## config.mk

```make
export PLATFORM = sky130hd
export DESIGN_NAME = bbsf_ctrl
export DESIGN_NICKNAME = d
export VERILOG_FILES = /design/src/rtl/bbsf_pkg.sv /design/src/rtl/bbsf_ctrl.sv
export SDC_FILE = /design/constraint.sdc
export NUM_CORES = 1
export LEC_CHECK = 0
export BUFFER_PORTS_ARGS = -buffer_cell sky130_fd_sc_hd__buf_2
export CORE_AREA = 3 3 40 42
export DETAILED_ROUTE_END_ITERATION = 12
export DIE_AREA = 0 0 43 45
export GPL_ROUTABILITY_DRIVEN = 0
export PLACE_DENSITY_LB_ADDON = 0.15
export SYNTH_ARGS = -nofsm -noshare
export SYNTH_HDL_FRONTEND = slang
export SYNTH_SLANG_ARGS = --single-unit
```

## constraint.sdc

```tcl
create_clock -name clock -period 4.4 [get_ports clock]
set_input_delay 1.1 -clock clock [delete_from_list [all_inputs] [get_ports clock]]
set_output_delay 1.1 -clock clock [all_outputs]
set_load 0.005 [all_outputs]
```

## src/rtl/bbsf_pkg.sv

```systemverilog
// ----------------------------------------------------------------------------
// bbsf_pkg
// Shared types and constants of the bounded byte stream FIFO.
// ----------------------------------------------------------------------------
package bbsf_pkg;

   // byte store size; pointers follow from it, counts are 13 bits wide
   localparam int STORE_DEPTH    = 4096;
   localparam int PTR_W          = $clog2(STORE_DEPTH);
   localparam int CNT_W          = 13;
   localparam int SUM_W          = ((PTR_W > CNT_W) ? PTR_W : CNT_W) + 1;
   localparam int TOT_W          = 64;
   localparam int CAPACITY_RESET = 4096;

   // op codes
   localparam logic [1:0] OP_PUSH  = 2'd0;
   localparam logic [1:0] OP_POP   = 2'd1;
   localparam logic [1:0] OP_CLOSE = 2'd2;

   typedef struct packed {
      logic [1:0]       op;
      logic [7:0]       data_byte;
      logic [CNT_W-1:0] pop_count;
   } req_payload_type;

   typedef struct packed {
      logic             accepted;
      logic             front_valid;
      logic [7:0]       front_byte;
      logic [CNT_W-1:0] buffered_bytes;
      logic [CNT_W-1:0] free_bytes;
      logic [TOT_W-1:0] pushed_total;
      logic [TOT_W-1:0] popped_total;
      logic             closed;
      logic             finished;
   } rsp_payload_type;

   // controller to datapath
   typedef struct packed {
      logic load_item;
      logic execute;
      logic load_rsp;
   } ctl_cmd_type;

endpackage

```

## src/rtl/bbsf_ctrl.sv

```systemverilog
// ----------------------------------------------------------------------------
// bbsf_ctrl
// Sequencer: take a word, execute, read the front byte, load the response.
// ----------------------------------------------------------------------------
module bbsf_ctrl (
   input  logic                 clock,
   input  logic                 reset,
   input  logic                 req_valid,
   output logic                 req_ready,
   output logic                 rsp_valid,
   input  logic                 rsp_ready,
   output bbsf_pkg::ctl_cmd_type cmd
);

   typedef enum logic [3:0] {
      ST_IDLE = 4'b0001,
      ST_EXEC = 4'b0010,
      ST_READ = 4'b0100,
      ST_DONE = 4'b1000
   } state_type;

   state_type state_ff, state_in;
   logic      rsp_valid_ff, rsp_valid_in;
   logic      slot_free;

   assign slot_free     = !rsp_valid_ff || rsp_ready;
   assign req_ready     = (state_ff == ST_IDLE);
   assign rsp_valid     = rsp_valid_ff;

   assign cmd.load_item = req_valid && req_ready;
   assign cmd.execute   = (state_ff == ST_EXEC);
   assign cmd.load_rsp  = (state_ff == ST_DONE) && slot_free;

   always_comb begin
      state_in = state_ff;
      case (state_ff)
         ST_IDLE: begin
            if (req_valid) state_in = ST_EXEC;
         end
         ST_EXEC: state_in = ST_READ;
         ST_READ: state_in = ST_DONE;
         ST_DONE: begin
            if (slot_free) state_in = ST_IDLE;
         end
         default: state_in = ST_IDLE;
      endcase
   end

   always_comb begin
      rsp_valid_in = rsp_valid_ff;
      if (cmd.load_rsp) begin
         rsp_valid_in = 1'b1;
      end else if (rsp_ready) begin
         rsp_valid_in = 1'b0;
      end
   end

   always_ff @(posedge clock) begin
      if (reset) begin
         state_ff     <= ST_IDLE;
         rsp_valid_ff <= 1'b0;
      end else begin
         state_ff     <= state_in;
         rsp_valid_ff <= rsp_valid_in;
      end
   end

endmodule

```

==> results of run 1 <==
==> sequential cells by signal, summed over array words and instances, names as in the netlist <==
name       flops
rsp_valid      1
state_ff       4
==> routing by layer <==
layer | share of wire, % | track usage, % | wire length (um) | vias up
li1 | - | - | - | 106
met1 | 48 | 6.813 | 229 | 85
met2 | 44 | 7.784 | 210 | 6
met3 | 7.2 | 5.976 | 34 | 0
met4 | 0 | 3.614 | 0 | 0
met5 | 0 | 0 | 0 | -
==> cells by family after synthesis <==
group           synth area share [%]
compound gates                 7.140
buf+inv                        3.298
simple gates                   45.61
flops                          43.96
==> area by class of cell <==
type / instances / area (um2) / share of cell area (%)
Clock buffer: 4 / 26.28 / 8.607
Tap cell: 15 / 18.77 / 6.148
Multi-Input combinational cell: 17 / 120.1 / 39.34
Sequential cell: 5 / 100.1 / 32.79
Timing Repair Buffer: 8 / 40.04 / 13.11
==> metrics by stage <==
| step | utilization [%] | hold WS [ns] |
|---|---|---|
| 2_1_floorplan | - | 0.4531 |
| 6_report | 23.76 | 0.4980 |
| 5_1_grt | 23.76 | 0.5378 |
| 4_1_cts | 23.76 | 0.5021 |
| 3_5_place_dp | 21.71 | 0.4962 |
| 3_3_place_gp | 21.71 | 0.4874 |
==> worst max-delay path: cells and delay by family <==
kind          cells  cell delay [ns]
buf+inv           2             0.22
simple gates      2             0.26
==> power breakdown <==
group / leakage (nW) / switching, mW / internal (mW)
clock network: 0.0150 / 0.0177 / 0.0342
registers: 0.0407 / 0.00212 / 0.0470
logic: 0.0731 / 0.00374 / 0.00558
==> worst max path at each step <==
| stage | end | from | slack (ns) | depth (start not counted) |
|---|---|---|---|---|
| 2_1_floorplan | cmd[0] | rsp_ready | 1.83 | 3 |
| 4_1_cts | cmd[0] | rsp_ready | 1.71 | 4 |
| 5_1_grt | cmd[0] | rsp_ready | 1.69 | 4 |
| 3_3_place_gp | cmd[0] | rsp_ready | 1.72 | 4 |
| 6_report | cmd[0] | rsp_ready | 1.72 | 4 |
| 3_5_place_dp | cmd[0] | rsp_ready | 1.71 | 4 |
==> impl_metrics.csv, run 1 <==
group,metric,value,unit
detailed_routing,vias,197,
grt,grt_pass1_wl,814,um
timing,max_freq,373.1,MHz
place,dpl_worst_slack,1.715,ns
yosys,synth_top_area_share,43.96,%
clock_tree,cts_buffer_depth,2,
worst_setup_path,cpPeakStageDelay,0.14,ns
finish,final_common_cell,"buf_2",
yosys,synth-seq-cells,5,
yosys,yosysWarnings,0,
clock_tree,clk_latency,0.24,ns
floorplan,die_height,45,um
worst_setup_path,path_class,"input port to output port",
finish,area_growth,34.07,%
yosys,synth-async-reset-ratio,0,%
timing,slew_violations,0,
power,p_total,110.4,uW
power,p_leak,0.1288,nW
detailed_routing,drc_errors,0,
worst_setup_path,worstPathMaxFanout,2,
worst_setup_path,path_cells,"buf_2, nand2b_1, nor2b_1, buf_2",
yosys,syn-num-nets,27,
clock_tree,cts_setup_buffers,0,
yosys,synth-edff-count,0,
worst_setup_path,worstPathRequired,3.30,ns
status,status,"completed",
floorplan,core_area,0.001285,mm2
clock_tree,cts_resized,0,
yosys,synth.distinct_cells,16,
clock_tree,cts_made_buffers,3,
finish,final_nets,39,
timing,fin_crit_sh,60.92,%
floorplan,start_util,17.72,%
worst_setup_path,r2r_end,"state_ff[0]",
worst_setup_path,cpMaxStageDelayCell,"nand2b_1",
yosys,syn_area_per_cell,9.901,um2
clock_tree,clk_pin_slew_worst_paths,0.04,ns
timing,hold_violations,0,
clock_tree,clockRootBuffer,"clkbuf_4",
worst_setup_path,start_kind,"input port",
power,power_density,361.6,mW/mm2
worst_setup_path,arrival,1.58,ns
place,dp_hpwl,369.1,um
detailed_routing,ant_nets,0,
floorplan,ios,9,
detailed_routing,drt_iter0_markers,2,
worst_setup_path,endpoint_kind,"output port",
min_path,worst_hold_path.endpoint,"rsp_valid",
floorplan,die_w,43,um
detailed_routing,avgRoutedWirePerCell,9.694,um
timing,relSlewSlack,78.40,%
place,place_area,279.0,um2
detailed_routing,first_pass_iters,2,
clock_tree,cts_tree,"done",
yosys,synth_area,227.7,um2
finish,mostFrequentLayoutCells,"buf_2, dfxtp_1, nor2b_1, clkbuf_4, nor2_1",
finish,design_area,305.3,um2
timing,skew,0.001806,ns
min_path,hp-class,"flip-flop to flip-flop",
worst_setup_path,r2r_start,"state_ff[3]",
timing,grt_setup_unrepaired,"false",
yosys,yosysMostFrequentCell,"dfxtp_1",
yosys,synth_common_cells,"dfxtp_1, nor2b_1, nor2_1",
timing,tightest_slew,0.3196,ns
min_path,hold_depth,2,
detailed_routing,drt-total-wl,475,um
worst_setup_path,rrSetupSlack,3.27,ns
clock_tree,cts.sinks,5,
finish,layout-drive-gt1-share,35.29,%
floorplan,dieArea,0.001935,mm2
grt,grt_pass1_vias,198,
yosys,syn_inst,23,
clock_tree,htree_levels,1,
finish,final_cell_count_no_fill,49,
yosys,synth.largest_area_cell,"dfxtp_1",
grt,antenna_found_initial,0,
place,dp.cells,45,
min_path,min_from,"rsp_valid",
timing,fin_setup_tns,0,ns
grt,grt_max_degree,7,
floorplan,core.rowCount,13,
timing,layout_setup_ws,1.719,ns
timing,finalCriticalPeriod,2.681,ns
grt,grt_usage,6.266,%
finish,antenna_cells,0,
grt,grt-ovfl-total,0,
detailed_routing,routed_via_density,4.020,
job,cap_violations,0,
power,ir_drop,0.1231,mV
yosys,seq_area_frac_synth,43.96,%
yosys,synth_area_leaders,"dfxtp_1, nor2b_1, nor4b_2, nor4bb_1, or4b_1",
worst_setup_path,rr_worst_depth,3,
timing,setup_viol,0,
worst_setup_path,crit_top_cell,"buf_2",
place,io_buffers,8,
finish,n_fill_cell,147,
yosys,synth_flop_cell,"dfxtp_1",
clock_tree,postCtsHoldBufs,0,
Note: power is estimated with default switching activity, not from simulation.
==> run 2, diff against run 1 <==
==> constraint.sdc (replaced) <==
create_clock -name clock -period 2.75 [get_ports clock]
set_input_delay 0.6875 -clock clock [delete_from_list [all_inputs] [get_ports clock]]
set_output_delay 0.6875 -clock clock [all_outputs]
set_load 0.005 [all_outputs]
==> run 2 against run 1 <==
  * Register-to-register slack got worse by 1.7 ns
  * Critical path type is now flip-flop to output port
  * Largest cell class unchanged
  * First-iteration DRC count stayed put
  * Worst setup slack worse by 1.0 ns
  * Combinational power rose by 61%
  * Critical path depth shrank 1
  * Routed wire length increased by 2.7%
  * Sequential power grew 60%
  * Total power grew 61%
  * Flip-flop and latch count unchanged
==> impl_metrics.csv, run 2 (same netlist as run 1, synthesis figures left out) <==
group,metric,value,unit
status,status,"completed",
worst_setup_path,arrival,1.37,ns
finish,layout-drive-gt1-share,35.29,%
clock_tree,cts_resized,0,
worst_setup_path,path_cells,"or4b_1, nor2b_1, buf_2",
floorplan,core.rowCount,13,
finish,final_nets,39,
timing,setup_viol,0,
min_path,worst_hold_path.endpoint,"rsp_valid",
detailed_routing,ant_nets,0,
min_path,min_from,"rsp_valid",
worst_setup_path,r2r_start,"state_ff[3]",
worst_setup_path,path_class,"flip-flop to output port",
worst_setup_path,worstPathRequired,2.06,ns
finish,mostFrequentLayoutCells,"buf_2, dfxtp_1, nor2b_1, clkbuf_4, nor2_1",
job,cap_violations,0,
finish,area_growth,34.07,%
clock_tree,cts_made_buffers,3,
worst_setup_path,rrSetupSlack,1.59,ns
worst_setup_path,cp_top_family,"simple AND/OR/NAND/NOR gates",
timing,slew_violations,0,
clock_tree,cts_setup_buffers,0,
floorplan,die_w,43,um
min_path,hp-class,"flip-flop to flip-flop",
finish,largest_reg_flops,4,
worst_setup_path,path_depth,3,
min_path,hold_depth,2,
worst_setup_path,endpoint_kind,"output port",
floorplan,start_util,17.72,%
clock_tree,cts.sinks,5,
grt,grt_pass1_wl,793,um
timing,tightest_slew,0.3357,ns
clock_tree,htree_levels,1,
detailed_routing,drt_iter0_markers,2,
grt,grt_usage,6.010,%
worst_setup_path,worstPathMaxFanout,6,
timing,max_freq,486.5,MHz
worst_setup_path,path_buf_inv,1,
clock_tree,clk_latency,0.24,ns
place,place_area,279.0,um2
clock_tree,cts_tree,"done",
place,dp.cells,45,
place,io_buffers,8,
detailed_routing,drc_errors,0,
clock_tree,cts_buffer_depth,2,
grt,grt_max_degree,7,
power,p_leak,0.1288,nW
detailed_routing,avgRoutedWirePerCell,9.959,um
clock_tree,clk_pin_slew_worst_paths,0.04,ns
power,p_sw,38.89,uW
worst_setup_path,cpMaxStageDelayCell,"or4b_1",
detailed_routing,routed_via_density,4.245,
grt,antenna_found_initial,0,
timing,skew,0.003373,ns
timing,fin_setup_tns,0,ns
finish,final_cell_count_no_fill,49,
finish,design_area,305.3,um2
finish,final_common_cell,"buf_2",
finish,top_register,"state_ff",
power,seqPwrFrac,44.2,%
detailed_routing,vias,208,
finish,n_fill_cell,144,
worst_setup_path,r2r_end,"state_ff[3]",
grt,grt-ovfl-total,0,
power,p_clk_share,47.3,%
power,power_density,582.6,mW/mm2
detailed_routing,first_pass_iters,4,
finish,antenna_cells,0,
floorplan,ios,9,
timing,relSlewSlack,77.32,%
power,combPwrFrac,8.4,%
clock_tree,postCtsHoldBufs,0,
detailed_routing,drt-total-wl,488,um
timing,hold_violations,0,
place,dp_hpwl,377.2,um
worst_setup_path,rr_worst_depth,3,
timing,grt_setup_unrepaired,"false",
power,ir_drop,0.2174,mV
grt,grt_pass1_vias,202,
power,switching_share,21.86,%
timing,fin_crit_sh,74.75,%
worst_setup_path,cpPeakStageDelay,0.55,ns
timing,holdWs,0.4985,ns
timing,finalCriticalPeriod,2.056,ns
worst_setup_path,start_kind,"flip-flop",
floorplan,dieArea,0.001935,mm2
power,intPower,139.0,uW
clock_tree,clockRootBuffer,"clkbuf_4",
floorplan,die_height,45,um
floorplan,core_area,0.001285,mm2
power,p_total,177.9,uW
[run 2: routing by layer]
layer / wire, um / share of wire, % / track usage (%) / up-vias
li1: - / - / - / 107
met4: 0 / 0 / 1.807 / 0
met1: 215 / 44 / 5.825 / 94
met3: 50 / 10 / 6.375 / 0
met5: 0 / 0 / 0 / -
met2: 223 / 46 / 8.683 / 7
[run 2: per-stage QoR]
stage / setup slack, ns / utilization (%)
6_report: 0.6943 / 23.76
2_1_floorplan: 0.9825 / -
3_3_place_gp: 0.8978 / 21.71
4_1_cts: 0.6710 / 23.76
3_5_place_dp: 0.8859 / 21.71
5_1_grt: 0.5826 / 23.76
[run 2: worst register-to-register path, delay by kind of cell (launching register included)]
| family | cells | cell delay, ns |
|---|---|---|
| flops | 1 | 0.42 |
| simple gates | 3 | 0.65 |
[run 2: layout make-up]
class	instances	area [um2]	area share, %
clock buffer	4	26.28	8.607
tap	15	18.77	6.148
timing repair buffer	8	40.04	13.11
sequential	5	100.1	32.79
multi-input combinational	17	120.1	39.34
[run 2: worst max-delay path by stage]
stage	from	to	slack, ns
2_1_floorplan	state_ff[2]	cmd[0]	0.98
3_3_place_gp	rsp_ready	cmd[0]	0.90
3_5_place_dp	rsp_ready	cmd[0]	0.89
4_1_cts	state_ff[2]	cmd[0]	0.67
5_1_grt	state_ff[2]	cmd[0]	0.58
6_report	state_ff[2]	cmd[0]	0.69
[run 2: power by group through the flow]
stage,combinational (mW),clock [mW],sequential [mW]
after floorplan,0.00804,0,0.0788
after global placement,0.0152,0,0.0799
after detailed placement,0.0153,0,0.0798
after CTS,0.0153,0.0875,0.0785
after global routing,0.0169,0.0949,0.0789
final,0.0150,0.0842,0.0787
==> run 3, diff against run 2 <==
==> constraint.sdc (replaced) <==
create_clock -name clock -period 1.85 [get_ports clock]
set_input_delay 0.4625 -clock clock [delete_from_list [all_inputs] [get_ports clock]]
set_output_delay 0.4625 -clock clock [all_outputs]
set_load 0.005 [all_outputs]
==> run 3 against run 2 <==
  * Clock-buffer cell count unchanged
  * Sequential share of layout area is 0.14 points higher
  * Hold slack worse by 0.046 ns
  * Non-clock buffer count did not move
  * Flip-flop and latch count did not move
  * Total power rose by 48%
  * Combinational power increased by 51%
  * Cell count is the same
  * Global-route usage hardly changed
  * Critical path depth is the same
  * Utilization rose by 0.49 points
  * Largest cell class unchanged
==> impl_metrics.csv, run 3 (same netlist as run 1, synthesis figures left out) <==
group,metric,value,unit
status,status,"completed",
grt,grt-ovfl-total,0,
floorplan,ios,9,
finish,mostFrequentLayoutCells,"buf_2, nor2b_1, clkbuf_4, dfxtp_1",
detailed_routing,first_pass_iters,1,
grt,grt_max_degree,7,
clock_tree,cts_setup_buffers,0,
timing,fin_crit_sh,97.12,%
power,seqPwrFrac,44.4,%
grt,grt_pass1_wl,779,um
power,power_density,846.1,mW/mm2
power,intPower,206.6,uW
place,dp.cells,45,
power,combPwrFrac,8.6,%
power,p_sw,56.98,uW
detailed_routing,ant_nets,0,
finish,final_nets,39,
finish,design_area,311.5,um2
floorplan,die_w,43,um
detailed_routing,drt_iter0_markers,0,
finish,final_common_cell,"buf_2",
timing,tightest_slew,0.3580,ns
finish,final_cell_count_no_fill,49,
finish,top_register,"state_ff",
clock_tree,cts_tree,"done",
timing,skew,0.004940,ns
floorplan,core_area,0.001285,mm2
floorplan,start_util,17.72,%
worst_setup_path,cpPeakStageDelay,0.53,ns
worst_setup_path,worstPathMaxFanout,5,
detailed_routing,vias,198,
power,ir_drop,0.2606,mV
floorplan,dieArea,0.001935,mm2
clock_tree,cts_resized,0,
detailed_routing,drt-total-wl,473,um
worst_setup_path,endpoint_kind,"output port",
place,io_buffers,8,
worst_setup_path,cpMaxStageDelayCell,"or4b_4",
grt,antenna_found_initial,0,
clock_tree,clk_pin_slew_worst_paths,0.04,ns
place,dp_hpwl,361.7,um
worst_setup_path,path_cells,"or4b_4, nor2b_1, buf_2",
detailed_routing,avgRoutedWirePerCell,9.653,um
timing,finalCriticalPeriod,1.797,ns
finish,antenna_cells,0,
worst_setup_path,worstPathRequired,1.39,ns
clock_tree,postCtsHoldBufs,0,
finish,largest_reg_flops,4,
power,p_clk_share,47.1,%
min_path,hp-class,"input port to flip-flop",
timing,fin_setup_tns,0,ns
clock_tree,htree_levels,1,
grt,grt_usage,6.000,%
worst_setup_path,arrival,1.33,ns
place,place_area,279.0,um2
timing,max_freq,556.6,MHz
clock_tree,cts_buffer_depth,2,
timing,hold_violations,0,
worst_setup_path,start_kind,"flip-flop",
job,cap_violations,0,
clock_tree,cts.sinks,5,
floorplan,core.rowCount,13,
floorplan,die_height,45,um
clock_tree,clk_latency,0.24,ns
power,p_leak,0.1317,nW
grt,grt_pass1_vias,182,
timing,slew_violations,0,
worst_setup_path,path_class,"flip-flop to output port",
detailed_routing,drc_errors,0,
finish,layout-drive-gt1-share,44.12,%
timing,grt_setup_unrepaired,"false",
finish,area_growth,36.81,%
clock_tree,clockRootBuffer,"clkbuf_4",
clock_tree,cts_made_buffers,3,
power,switching_share,21.62,%
detailed_routing,routed_via_density,4.041,
timing,relSlewSlack,75.80,%
timing,setup_viol,0,
run 3: cell counts in the layout (fill, tap and decap cells not counted):
Identical to the previous run, type by type.
run 3: power groups by stage:
stage                     registers (mW)  clock network (mW)  logic [mW]
after floorplan                    0.117                   0      0.0120
after detailed placement           0.119                   0      0.0230
after global routing               0.117               0.143      0.0259
after global placement             0.119                   0      0.0228
final                              0.117               0.124      0.0226
after CTS                          0.117               0.130      0.0231
run 3: worst max-delay path: cells and delay by family (launching register included):
kind	cells	cell delay (ns)
and+or+nand+nor	2	0.64
DFF	1	0.34
buffers and inverters	1	0.11
run 3: layout make-up:
class                      instances  area, um2
clock buffer                       4      26.28
sequential                         5      102.6
timing repair buffer               8      40.04
multi-input combinational         17      123.9
tap                               15      18.77
fill                             139      973.4
run 3: path summary, 6_finish.rpt:
check             slack [ns]  cells past startpoint     endpoint         from
hold / removal          0.45                      2  state_ff[2]        reset
setup / recovery        0.05                      3       cmd[0]  state_ff[0]
hold reg to reg         0.50                      2    rsp_valid    rsp_valid
setup reg to reg        0.77                      2    rsp_valid  state_ff[0]
run 3: layer usage:
| layer | wire length [um] | GRT usage [%] | vias to the layer above |
|---|---|---|---|
| li1 | - | - | 106 |
| met1 | 212 | 6.522 | 86 |
| met2 | 218 | 7.784 | 6 |
| met3 | 42 | 6.375 | 0 |
| met4 | 0 | 1.807 | 0 |
| met5 | 0 | 0 | - |
run 3: through the flow:
stage	util, %	setup slack [ns]	hold slack, ns	power, mW
after floorplan	-	0.3075	0.4531	0.1290
after CTS	23.76	0.01157	0.4456	0.2700
final	24.25	0.05332	0.4526	0.2636
after detailed placement	21.71	0.2720	0.4957	0.1415
after global placement	21.71	0.2752	0.4923	0.1416
after global routing	24.25	0.005584	0.4518	0.2862
